===== src/rtl/core/iss_pkg.sv =====
`default_nettype none

package iss_pkg;

   localparam int unsigned CSR_ADDR_BITS = 3;
   localparam int unsigned CSR_DATA_BITS = 32;

   typedef enum logic [0:0] {
      CSR_ASCENDING = 1'b0
   } csr_index_type;

   typedef struct packed {
      logic insert;
      logic shift_down;
      logic shift_up;
   } cell_ctrl_type;

endpackage

`default_nettype wire


===== src/rtl/core/iss_cell.sv =====
`default_nettype none

module iss_cell #(
   parameter int unsigned VALUE_BITS = 32
) (
   input  wire logic                  clock,
   input  wire logic                  reset,
   input  wire iss_pkg::cell_ctrl_type ctrl,
   input  wire logic [VALUE_BITS-1:0] ins_value,
   input  wire logic [VALUE_BITS-1:0] low_value,
   input  wire logic                  low_valid,
   input  wire logic                  low_take,
   input  wire logic [VALUE_BITS-1:0] high_value,
   input  wire logic                  high_valid,
   output logic [VALUE_BITS-1:0]      value,
   output logic                       valid,
   output logic                       take
);

   logic [VALUE_BITS-1:0] value_ff;
   logic [VALUE_BITS-1:0] value_in;
   logic                  valid_ff;
   logic                  valid_in;

   // insertion point: first empty slot or first slot holding a larger value
   assign take  = !valid_ff || ($signed(value_ff) > $signed(ins_value));
   assign value = value_ff;
   assign valid = valid_ff;

   always_comb begin
      value_in = value_ff;
      valid_in = valid_ff;
      if (ctrl.insert) begin
         if (low_take) begin
            value_in = low_value;
            valid_in = low_valid;
         end else if (take) begin
            value_in = ins_value;
            valid_in = 1'b1;
         end
      end else if (ctrl.shift_down) begin
         value_in = high_value;
         valid_in = high_valid;
      end else if (ctrl.shift_up) begin
         value_in = low_value;
         valid_in = low_valid;
      end
   end

   always_ff @(posedge clock) begin
      value_ff <= value_in;
      if (reset) begin
         valid_ff <= 1'b0;
      end else begin
         valid_ff <= valid_in;
      end
   end

endmodule

`default_nettype wire


===== config.mk =====
export PLATFORM = sky130hd
export DESIGN_NAME = iss_cell
export DESIGN_NICKNAME = d
export VERILOG_FILES = /design/src/rtl/core/iss_pkg.sv /design/src/rtl/core/iss_cell.sv
export SDC_FILE = /design/constraint.sdc
export NUM_CORES = 1
export LEC_CHECK = 0
export ABC_AREA = 1
export BUFFER_PORTS_ARGS = -buffer_cell sky130_fd_sc_hd__buf_2
export CAP_MARGIN = 0
export CORE_MARGIN = 5
export CORE_UTILIZATION = 25
export CTS_BUF_LIST = sky130_fd_sc_hd__clkbuf_2 sky130_fd_sc_hd__clkbuf_4 sky130_fd_sc_hd__clkbuf_8
export CTS_CLUSTER_SIZE = 16
export DETAILED_ROUTE_END_ITERATION = 7
export PLACE_DENSITY = 0.52
export SETUP_SLACK_MARGIN = 0.02
export SYNTH_ARGS = -nofsm -noshare
export SYNTH_HDL_FRONTEND = slang
export SYNTH_SLANG_ARGS = --single-unit

===== constraint.sdc =====
create_clock -name clock -period 2.4 [get_ports clock]
set_input_delay 0.24 -clock clock [delete_from_list [all_inputs] [get_ports clock]]
set_output_delay 0.24 -clock clock [all_outputs]
set_load 0.02 [all_outputs]

Word-level counts from Yosys, hierarchy flattened --
Cells that the tools add are included.
Storage, ports and cells: logic and storage cells 18, input bits 104, register bits 33, output and inout bits 34
Operators by class: reduce and logical (&&, ||, !) cells 4, equal/unequal tests 1, order comparisons 1, mux-type cells 10
Operators with widths (number):
- 32-bit two-way mux | 5
- 32-bit > comparator | 1
- 1-bit two-way mux | 5
- 3-bit by 1-bit != test with 1-bit output, second input constant | 1
- 3-bit nonzero test | 1
- 2-bit AND reduction | 1
- 1-bit zero test | 1
- 1-bit logical OR | 1

Depth between registers and ports, before layout --
Gate-level depths: netlist (run 1).
depth after elaboration 5, mapped depth 20

Worst setup path after synthesis (run 1) --
No wires, ideal clock.
path kind flip-flop to flip-flop, start point register value_ff[21], in the netlist value[21], end point register value_ff[0], in the netlist value[0] (enable), slack -0.232 ns, cell stages (with the launch flop) 13, data arrival time 2.246 ns, library setup time 0.387 ns, cells stage by stage edfxtp_1 -> ha_1 -> a21oi_1 -> nor2_1 -> nor2_1 -> nand3_2 -> a21oi_2 -> nand3_1 -> nand2_1 -> nand2_2 -> nand3_2 -> nand2_1 -> inv_1
On the way: word-level cells in the longest chain between the ends 4
RTL lines:
- from (decl) | RTL line iss_cell.sv:20 | logic [VALUE_BITS-1:0] value_ff;
- from (signal assigned) | RTL line iss_cell.sv:51 | value_ff <= value_in;
- 32-bit > comparator | RTL line iss_cell.sv:26 | assign take = !valid_ff || ($signed(value_ff) > $signed(ins_value));
- 1-bit logical OR | RTL line iss_cell.sv:26
- 3-bit by 1-bit != test with 1-bit output (no line)
- 2-bit AND reduction (no line)
Every way passes these cells. A chain may end at the register's enable or synchronous reset.

Final worst setup path (run 1) --
start point register value_ff[23], in the netlist value[23], end point register value_ff[17], in the netlist value[17] (enable)
Same word-level chain as after synthesis.

==> flow_summary_export.csv, run 1 <==
group,metric,value,unit
power,swShare,34.6,%
detailed_routing,drc,0,
floorplan,die_w,117,um
sta,period_share,94.4,%
power,share_comb_of_total_power,37.4,%
yosys,synthTopCellsByArea,"edfxtp_1 34%, ha_1 14%, nand2_1 9.7%",
cts,tritoncts,"done",
sta,max-slew-margin-rel,44.2,%
worst_setup_path,cp_top_family,"simple AND/OR/NAND/NOR gates",
worst_hold_path,hold_path_depth,3,
worst_setup_path,rrSetupSlack,0.13,ns
grt,grt_overflow,0,
sta,fin_skew,0.00759,ns
worst_setup_path,rr_startpoint,"value[23]",
worst_setup_path,critPathCaptureType,"register",
grt,grt_pass1_wl,15200,um
worst_setup_path,worst-path-buf-inv,2,
final_layout,finalNonFillerCells,658,
worst_hold_path,hold_class,"in -> reg",
placed_design,dp.cells,645,
sta,rsz0062_at_grt,"true",
grt,grt_max_degree,34,
yosys,syn_area,2850,um^2
yosys,synthCells,376,
final_layout,fill_cells,1195,
final_layout,nets,650,
yosys,synth_area_leader_cell,"edfxtp_1",
final_layout,drive_gt1_share,35.7,%
floorplan,die_area,13600,um^2
floorplan,initial_core_util,25.3,%
sta,hold_viol_final,0,
worst_setup_path,timing.rr.end,"value[17]",
grt,grt_use_total,14.0,%
power,p_clk_share,23.5,%
final_layout,area_growth,38.2,%
worst_hold_path,hp-start,"low_value[13]",
placed_design,dp_hpwl,7520,um
grt,grt_pass1_vias,3086,
cts,cts_sinks,33,
floorplan,core_area,11300,um^2
cts,clockBufferDepth,2,
power,power_density,498,nW/um^2
yosys,avgSynthCellArea,7.58,um^2
worst_setup_path,path_cells,"ha_1 > nand2_2 > nor2_2 > nand4_1 > nor2_2 > nand2_1 > nand3_1 > nand2_1 > nand2_2 > nand3_2 > nand2_2 > clkinvlp_4 > buf_12",
yosys,synth_top_area_share,33.7,%
detailed_routing,drt-pass1-iter-count,4,
sta,setup_violations,0,
worst_setup_path,cpPeakStageDelay,0.39,ns
yosys,syn_nets,512,
worst_setup_path,critical_path.startpoint_type,"register",
power,p_switching,0.679,mW
detailed_routing,via_per_inst,4.71,
cts,cts_max_level,2,
floorplan,die_h,117,um
placed_design,port_buffers,137,
cts,clkTransAtPathRegs,0.07,ns
cts,numCtsBuffers,5,
placed_design,place_congestion,0.764,
final_layout,post-route-util,34.9,%
detailed_routing,initialDrtViolationCount,120,
worst_setup_path,cp.required,2.44,ns
worst_setup_path,arrival,2.31,ns
sta,period_needed,2.27,ns
power,finalPower,1.96,mW
sta,fin_tns_setup,0,ns
power,internal-power,1.28,mW
power,power_frac_seq,39.1,%
worst_setup_path,path_max_fanout,16,
yosys,yosysSeqAreaShare,34.4,%
floorplan,num_rows,39,
outcome,outcome,"finished clean",
sta,tightest_slew,0.835,ns
yosys,ys_ff_latch,33,
cts,clock_latency,0.28,ns
power,p_leak,1.92,nW
worst_setup_path,r2r_cells,13,
floorplan,io_pins,138,
detailed_routing,routed_wl,9550,um
sta,timing.fmax,0.441,GHz
grt,antenna_found_initial,0,
detailed_routing,ant_nets,0,
worst_hold_path,hold_end,"value[13]",
detailed_routing,num_vias,3100,
flow_run,maxCapViolations,0,
final_layout,diodes,0,
worst_setup_path,slowest_stage,"edfxtp_1",
sta,drv_slew,0,
worst_setup_path,worstSetupPathType,"reg -> reg",
cts,root_buffer,"clkbuf_8",
yosys,yosys_warnings,0,
detailed_routing,wl_per_cell,14.5,um
yosys,synth.distinct_cells,24,
worst_setup_path,worst_path_most_repeated_cell,"nand2_2",
cts,cts_hold_buffers,0,
power,vdd_drop_max,0.000195,V
worst reg2reg max path, cell delays in order (launching register included):
cell	delay, ns
edfxtp_1	0.39
ha_1	0.33
nand2_2	0.07
nor2_2	0.12
nand4_1	0.15
nor2_2	0.18
nand2_1	0.09
nand3_1	0.07
nand2_1	0.06
nand2_2	0.07
nand3_2	0.09
nand2_2	0.09
clkinvlp_4	0.14
buf_12	0.18
area by class of cell:
| cell class | count | area, um^2 | share of cell area (%) |
|---|---|---|---|
| sequential | 33 | 981 | 24.9 |
| multi-input combinational | 278 | 1670 | 42.5 |
| inverter | 46 | 190 | 4.83 |
| timing repair buffer | 150 | 815 | 20.7 |
| clock buffer | 8 | 97.6 | 2.48 |
| tap | 143 | 179 | 4.55 |
kinds of logic (layout without fill, tap and decap cells):
family | count (synthesis) | count (layout) | synth area share [%]
and+or+nand+nor | 163 | 163 | 24.6
adders and majority gates | 32 | 32 | 14.1
AOI/OAI and AO/OA | 83 | 83 | 17.8
DFF | 33 | 33 | 34.4
buffers and inverters | 65 | 204 | 9.05
per-stage QoR:
step | hold WS [ns] | instance area [um^2] | setup slack (ns)
final | 0.270 | 3940 | 0.135
after detailed placement | 0.561 | 3740 | 0.126
after floorplan | 0.449 | 2860 | -0.0796
after global placement | 0.562 | 3740 | 0.143
after CTS | 0.263 | 3840 | 0.0672
after global routing | 0.272 | 3940 | -0.0300
layout by cell type (no fill, tap or decap), types with 3 or more instances in the layout:
cell type / n
inv_1: 42
buf_4: 11
nand3_2: 3
o21ai_0: 32
a21oi_2: 4
nand4_1: 3
ha_4: 3
ha_1: 29
o21ai_1: 3
a21oi_1: 9
nand2_1: 71
buf_2: 136
o211ai_1: 32
edfxtp_1: 32
nand3_1: 34
nor2_2: 4
nor2_1: 41
nand2_2: 5
clkbuf_8: 6
what timing repair did:
item                                    in CTS  in global routing
endpoints found under the setup margin       0                 33
setup buffers                                0                  5
gates resized for setup                      0                 11
worst max path at each step:
stage          slack, ns  startpoint        end  cells past startpoint
2_1_floorplan      -0.08   value[21]   value[0]                     13
4_1_cts             0.07   value[19]       take                     11
6_report            0.13   value[23]  value[17]                     13
5_1_grt            -0.03   value[23]  value[14]                     13
3_5_place_dp        0.13   value[15]  value[10]                     14
3_3_place_gp        0.14   value[15]  value[14]                     14
cell usage after synthesis (all sizes together):
cell type	count
nor2	46
edfxtp	32
inv	45
clkbuf	17
dfxtp	1
o21a	1
o21bai	1
nand3	37
a21o	1
buf	2
bufinv	1
o211ai	32
nor3	1
a21oi	13
ha	32
nand4	3
nand2	76
o21ai	35
flip-flops by register name, summed over array words and instances, names as in the netlist:
signal  flops
value      32
valid       1
metal layers:
layer	vias to the layer above	track usage (%)	wire, um
met1	1422	18.0	4160
met5	-	0	0
li1	1567	-	-
met2	102	24.1	4570
met4	0	2.83	99
met3	9	3.21	721
power groups by stage:
stage                     Sequential, mW  Combinational, mW  Clock (mW)
final                              0.767              0.734       0.461
after global routing               0.776              0.827       0.507
after CTS                          0.767              0.710       0.487
after detailed placement           0.778              0.707           0
after global placement             0.778              0.696           0
after floorplan                    0.866              0.323           0
No activity file was read; power rests on OpenSTA's default activity.
==> run 2, diff against run 1 <==
--- a/config.mk
+++ b/config.mk
@@ -9,11 +9,11 @@
 export BUFFER_PORTS_ARGS = -buffer_cell sky130_fd_sc_hd__buf_2
 export CAP_MARGIN = 0
 export CORE_MARGIN = 5
-export CORE_UTILIZATION = 25
+export CORE_UTILIZATION = 39
 export CTS_BUF_LIST = sky130_fd_sc_hd__clkbuf_2 sky130_fd_sc_hd__clkbuf_4 sky130_fd_sc_hd__clkbuf_8
 export CTS_CLUSTER_SIZE = 16
 export DETAILED_ROUTE_END_ITERATION = 7
-export PLACE_DENSITY = 0.52
+export PLACE_DENSITY = 0.74
 export SETUP_SLACK_MARGIN = 0.02
 export SYNTH_ARGS = -nofsm -noshare
 export SYNTH_HDL_FRONTEND = slang
==> flow_summary_export.csv, run 2 (synthesized netlist as in run 1, its figures left out) <==
group,metric,value,unit
grt,grt_use_total,19.5,%
power,p_leak,1.95,nW
grt,use_met3,3.24,%
final_layout,diodes,0,
cts,clock_latency,0.28,ns
floorplan,die_w,95.5,um
floorplan,num_rows,31,
cts,numCtsBuffers,5,
placed_design,place_congestion,0.748,
final_layout,area_growth,40.5,%
worst_setup_path,worst_path_most_repeated_cell,"nand2_1",
cts,clockBufferDepth,2,
worst_setup_path,arrival,2.31,ns
grt,use_met1,24.3,%
power,share_comb_of_total_power,38.7,%
floorplan,die_h,95.5,um
sta,fin_skew,0.00611,ns
worst_hold_path,hold_class,"in -> reg",
power,swShare,34.2,%
grt,grt_pass1_wl,14000,um
detailed_routing,drc,0,
sta,period_share,94.4,%
detailed_routing,wl_per_cell,14.8,um
sta,hold_viol_final,0,
sta,drv_slew,0,
final_layout,largest_reg_flops,32,
placed_design,placed_area,3670,um^2
power,power_density,499,nW/um^2
power,internal-power,1.32,mW
worst_setup_path,path_max_fanout,8,
grt,grt_pass1_vias,3076,
final_layout,finalNonFillerCells,618,
power,finalPower,2.00,mW
worst_setup_path,timing.rr.end,"value[31]",
detailed_routing,initialDrtViolationCount,132,
worst_setup_path,slowest_stage,"edfxtp_1",
final_layout,stdcell_area,4000,um^2
cts,cts_max_level,2,
floorplan,io_pins,138,
floorplan,die_area,9110,um^2
final_layout,layout_common_cells,"136 x buf_2, 69 x nand2_1, 42 x inv_1",
placed_design,port_buffers,137,
worst_setup_path,worstSetupPathType,"reg -> reg",
grt,use_met2,34.5,%
power,p_switching,0.684,mW
grt,antenna_found_initial,0,
worst_setup_path,worst-path-buf-inv,2,
sta,rsz0062_at_grt,"true",
floorplan,core_area,7180,um^2
worst_setup_path,critPathCaptureType,"register",
flow_run,maxCapViolations,0,
worst_setup_path,critPathLaunch,"value[7]",
detailed_routing,drt-pass1-iter-count,4,
final_layout,final_common_cell,"buf_2",
grt,busiest_layer,"met2",
final_layout,post-route-util,55.8,%
cts,tritoncts,"done",
placed_design,dp.cells,600,
sta,max-slew-margin-rel,29.3,%
power,power_frac_seq,38.8,%
worst_setup_path,r2r_cells,15,
outcome,outcome,"finished clean",
detailed_routing,via_per_inst,5.10,
cts,root_buffer,"clkbuf_8",
detailed_routing,num_vias,3150,
worst_setup_path,critical_path.startpoint_type,"register",
worst_setup_path,path_depth,15,
sta,setup_violations,0,
floorplan,initial_core_util,39.7,%
grt,grt_overflow,0,
sta,period_needed,2.27,ns
worst_setup_path,rrSetupSlack,0.13,ns
power,vdd_drop_max,0.000239,V
worst_setup_path,cp_top_family,"simple AND/OR/NAND/NOR gates",
worst_setup_path,path_cells,"ha_1 > a21o_1 > nor2_1 > nand2_1 > nand2_1 > nand2_1 > nand2_1 > nand2_1 > nand2_1 > nand2_1 > nand2_2 > nand3_2 > nand2_2 > clkinvlp_4 > clkbuf_16",
grt,grt_max_degree,34,
cts,clkTransAtPathRegs,0.06,ns
power,p_clk_share,22.5,%
sta,timing.fmax,0.441,GHz
worst_setup_path,rr_startpoint,"value[7]",
detailed_routing,ant_nets,0,
detailed_routing,routed_wl,9120,um
cts,cts_hold_buffers,0,
sta,tightest_slew,1.06,ns
worst_setup_path,cpPeakStageDelay,0.39,ns
sta,whs,0.276,ns
worst_setup_path,cp.required,2.44,ns
final_layout,nets,654,
final_layout,drive_gt1_share,38.0,%
cts,cts_sinks,33,
worst_setup_path,critPathCapture,"value[31]",
placed_design,dp_hpwl,6840,um
run 2: changes by cell type in the layout (fill, tap and decap cells not counted), moves of 2 or more:
cell | previous run | this run
ha_4 | 3 | 8
a21oi_1 | 9 | 7
nand2_1 | 71 | 69
nand2_2 | 5 | 7
a21oi_2 | 4 | 6
ha_1 | 29 | 24
buf_4 | 11 | 14
run 2: area by class of cell:
cell class,count,area [um^2]
fill,675,3170
sequential,33,981
tap,99,124
clock buffer,8,97.6
inverter,46,190
timing repair buffer,154,862
multi-input combinational,278,1750
run 2: routing by layer:
layer,up-vias,routed length [um]
met4,0,108
met1,1455,3700
li1,1573,-
met3,10,642
met5,-,0
met2,112,4670
run 2: how the worst min path moves through the flow:
| stage | from | endpoint | slack [ns] | depth (start not counted) |
|---|---|---|---|---|
| final | low_value[20] | value[20] | 0.28 | 3 |
| after global routing | low_value[5] | value[5] | 0.28 | 3 |
| after CTS | low_value[13] | value[13] | 0.27 | 3 |
| after detailed placement | low_value[13] | value[13] | 0.57 | 3 |
| after global placement | low_value[13] | value[13] | 0.56 | 3 |
| after floorplan | low_value[10] | value[10] | 0.45 | 2 |
run 2: power by group through the flow:
stage	Combinational [mW]	Clock [mW]	Sequential, mW
finish	0.774	0.449	0.776
global placement	0.673	0	0.774
floorplan	0.323	0	0.866
detailed placement	0.687	0	0.779
CTS	0.691	0.463	0.768
global route	0.864	0.484	0.784
run 2: worst register-to-register path, delay by kind of cell (launching register included):
kind            cells  cell delay (ns)
compound gates      1             0.18
fa+ha+maj           1             0.32
buf+inv             2             0.35
flops               1             0.39
simple gates       11             0.78
run 2: through the flow:
step	TNS, ns	worst slack (ns)
2_1_floorplan	-2.55	-0.0796
3_3_place_gp	0	0.155
3_5_place_dp	0	0.146
4_1_cts	0	0.0753
5_1_grt	-0.365	-0.0224
6_report	0	0.135
run 2: timing repair:
item	4_1_cts	5_1_grt
resized for setup	0	22
buffers inserted	0	9
endpoints found under the setup margin	0	33
==> run 3, diff against run 2 <==
--- a/config.mk
+++ b/config.mk
@@ -8,12 +8,14 @@
 export ABC_AREA = 1
 export BUFFER_PORTS_ARGS = -buffer_cell sky130_fd_sc_hd__buf_2
 export CAP_MARGIN = 0
+export CELL_PAD_IN_SITES_DETAIL_PLACEMENT = 1
+export CELL_PAD_IN_SITES_GLOBAL_PLACEMENT = 1
 export CORE_MARGIN = 5
-export CORE_UTILIZATION = 39
+export CORE_UTILIZATION = 30
 export CTS_BUF_LIST = sky130_fd_sc_hd__clkbuf_2 sky130_fd_sc_hd__clkbuf_4 sky130_fd_sc_hd__clkbuf_8
 export CTS_CLUSTER_SIZE = 16
 export DETAILED_ROUTE_END_ITERATION = 7
-export PLACE_DENSITY = 0.74
+export PLACE_DENSITY = 0.81
 export SETUP_SLACK_MARGIN = 0.02
 export SYNTH_ARGS = -nofsm -noshare
 export SYNTH_HDL_FRONTEND = slang
==> flow_summary_export.csv, run 3 (synthesized netlist as in run 1, its figures left out) <==
group,metric,value,unit
grt,grt_max_degree,34,
cts,numCtsBuffers,5,
power,p_switching,0.706,mW
worst_setup_path,rr_startpoint,"value[31]",
detailed_routing,routed_wl,10400,um
worst_setup_path,r2r_cells,13,
cts,tritoncts,"done",
final_layout,area_growth,37.8,%
sta,rsz0062_at_grt,"true",
worst_hold_path,hp-start,"low_value[25]",
detailed_routing,ant_nets,0,
floorplan,die_h,107,um
worst_setup_path,critical_path.startpoint_type,"register",
worst_setup_path,worstSetupPathType,"reg -> reg",
worst_setup_path,critPathCapture,"value[9]",
sta,timing.fmax,0.444,GHz
cts,clkTransAtPathRegs,0.08,ns
cts,cts_sinks,33,
cts,clockBufferDepth,2,
detailed_routing,initialDrtViolationCount,83,
power,power_frac_seq,39.6,%
worst_setup_path,cp.required,2.44,ns
detailed_routing,via_per_inst,5.00,
grt,grt_overflow,0,
sta,setup_violations,0,
power,p_leak,1.91,nW
grt,grt_use_total,17.5,%
worst_hold_path,hold_class,"in -> reg",
detailed_routing,drc,0,
sta,drv_slew,0,
floorplan,num_rows,35,
worst_hold_path,hold_path_depth,3,
sta,max-slew-margin-rel,20.4,%
sta,whs,0.279,ns
final_layout,drive_gt1_share,36.5,%
floorplan,initial_core_util,30.8,%
power,p_clk_share,21.5,%
final_layout,diodes,0,
placed_design,place_congestion,0.737,
worst_setup_path,critPathCaptureType,"register",
power,power_density,497,nW/um^2
sta,period_needed,2.25,ns
outcome,outcome,"finished clean",
detailed_routing,wl_per_cell,16.3,um
final_layout,largest_reg_flops,32,
detailed_routing,num_vias,3206,
worst_setup_path,arrival,2.29,ns
grt,grt_pass1_wl,16300,um
floorplan,die_w,107,um
worst_setup_path,critPathLaunch,"value[31]",
final_layout,nets,647,
sta,fin_skew,0.0110,ns
worst_setup_path,path_max_fanout,16,
sta,tightest_slew,1.19,ns
detailed_routing,drt-pass1-iter-count,4,
power,swShare,36.2,%
sta,hold_viol_final,0,
cts,clock_latency,0.29,ns
floorplan,die_area,11500,um^2
power,share_comb_of_total_power,38.9,%
grt,antenna_found_initial,0,
floorplan,core_area,9240,um^2
floorplan,io_pins,138,
cts,cts_max_level,2,
cts,root_buffer,"clkbuf_8",
worst_setup_path,rrSetupSlack,0.15,ns
final_layout,final_common_cell,"buf_2",
placed_design,dp_hpwl,8020,um
placed_design,port_buffers,137,
cts,cts_hold_buffers,0,
worst_setup_path,timing.rr.end,"value[9]",
power,vdd_drop_max,0.000186,V
final_layout,layout_common_cells,"136 x buf_2, 68 x nand2_1, 42 x inv_1",
grt,grt_pass1_vias,3472,
power,internal-power,1.24,mW
final_layout,post-route-util,42.5,%
sta,period_share,93.8,%
flow_run,maxCapViolations,0,
-- run 3: power groups by stage --
stage          sequential [mW]  combinational, mW  clock (mW)
2_1_floorplan            0.866              0.323           0
3_3_place_gp             0.776              0.683           0
3_5_place_dp             0.781              0.709           0
4_1_cts                  0.769              0.712       0.437
5_1_grt                  0.782              0.847       0.469
6_report                 0.773              0.758       0.420
-- run 3: final cells by class --
cell class | count | area (um^2)
Clock buffer | 6 | 76.3
Clock inverter | 2 | 10.0
Fill cell | 1201 | 5310
Inverter | 46 | 190
Multi-Input combinational cell | 278 | 1720
Sequential cell | 33 | 981
Tap cell | 129 | 161
Timing Repair Buffer | 147 | 792
-- run 3: what timing repair did --
item                                    CTS  global route
hold endpoints to repair                  0             0
endpoints found under the setup margin    0            33
gates resized for setup                   0            19
buffers inserted                          0             3
-- run 3: critical path, cell delays in order (launching register included) --
cell and delay [ns]:
edfxtp_1 0.40, ha_1 0.37, a21oi_1 0.18, o21a_2 0.15
nand2_1 0.05, a21oi_2 0.12, nand2_1 0.06, nand2_1 0.06
nand2_1 0.06, nand2_2 0.07, nand3_2 0.09, nand2_2 0.09
clkinvlp_4 0.13, buf_12 0.18
-- run 3: worst min path at each step --
stage | to | slack (ns)
after detailed placement | value[3] | 0.57
final | value[25] | 0.28
after global placement | value[16] | 0.56
after CTS | value[3] | 0.27
after floorplan | value[10] | 0.45
after global routing | value[3] | 0.28
-- run 3: routing by layer --
layer	share of wire [%]	routed length, um	vias to the layer above	global-route usage (%)
met5	0	0	-	0
met2	52	5400	101	32.0
met1	42	4350	1532	21.2
li1	-	-	1558	-
met4	1.9	197	0	4.96
met3	4.7	485	15	2.88
-- run 3: per-stage QoR --
stage	area, um^2	instances	TNS, ns	power [mW]	worst slack (ns)
floorplan	2860	376	-2.55	1.19	-0.0796
global placement	3710	630	0	1.46	0.162
detailed placement	3710	630	0	1.49	0.0924
CTS	3790	638	0	1.92	0.0226
global route	3930	641	-0.822	2.10	-0.0318
finish	3930	641	0	1.95	0.149
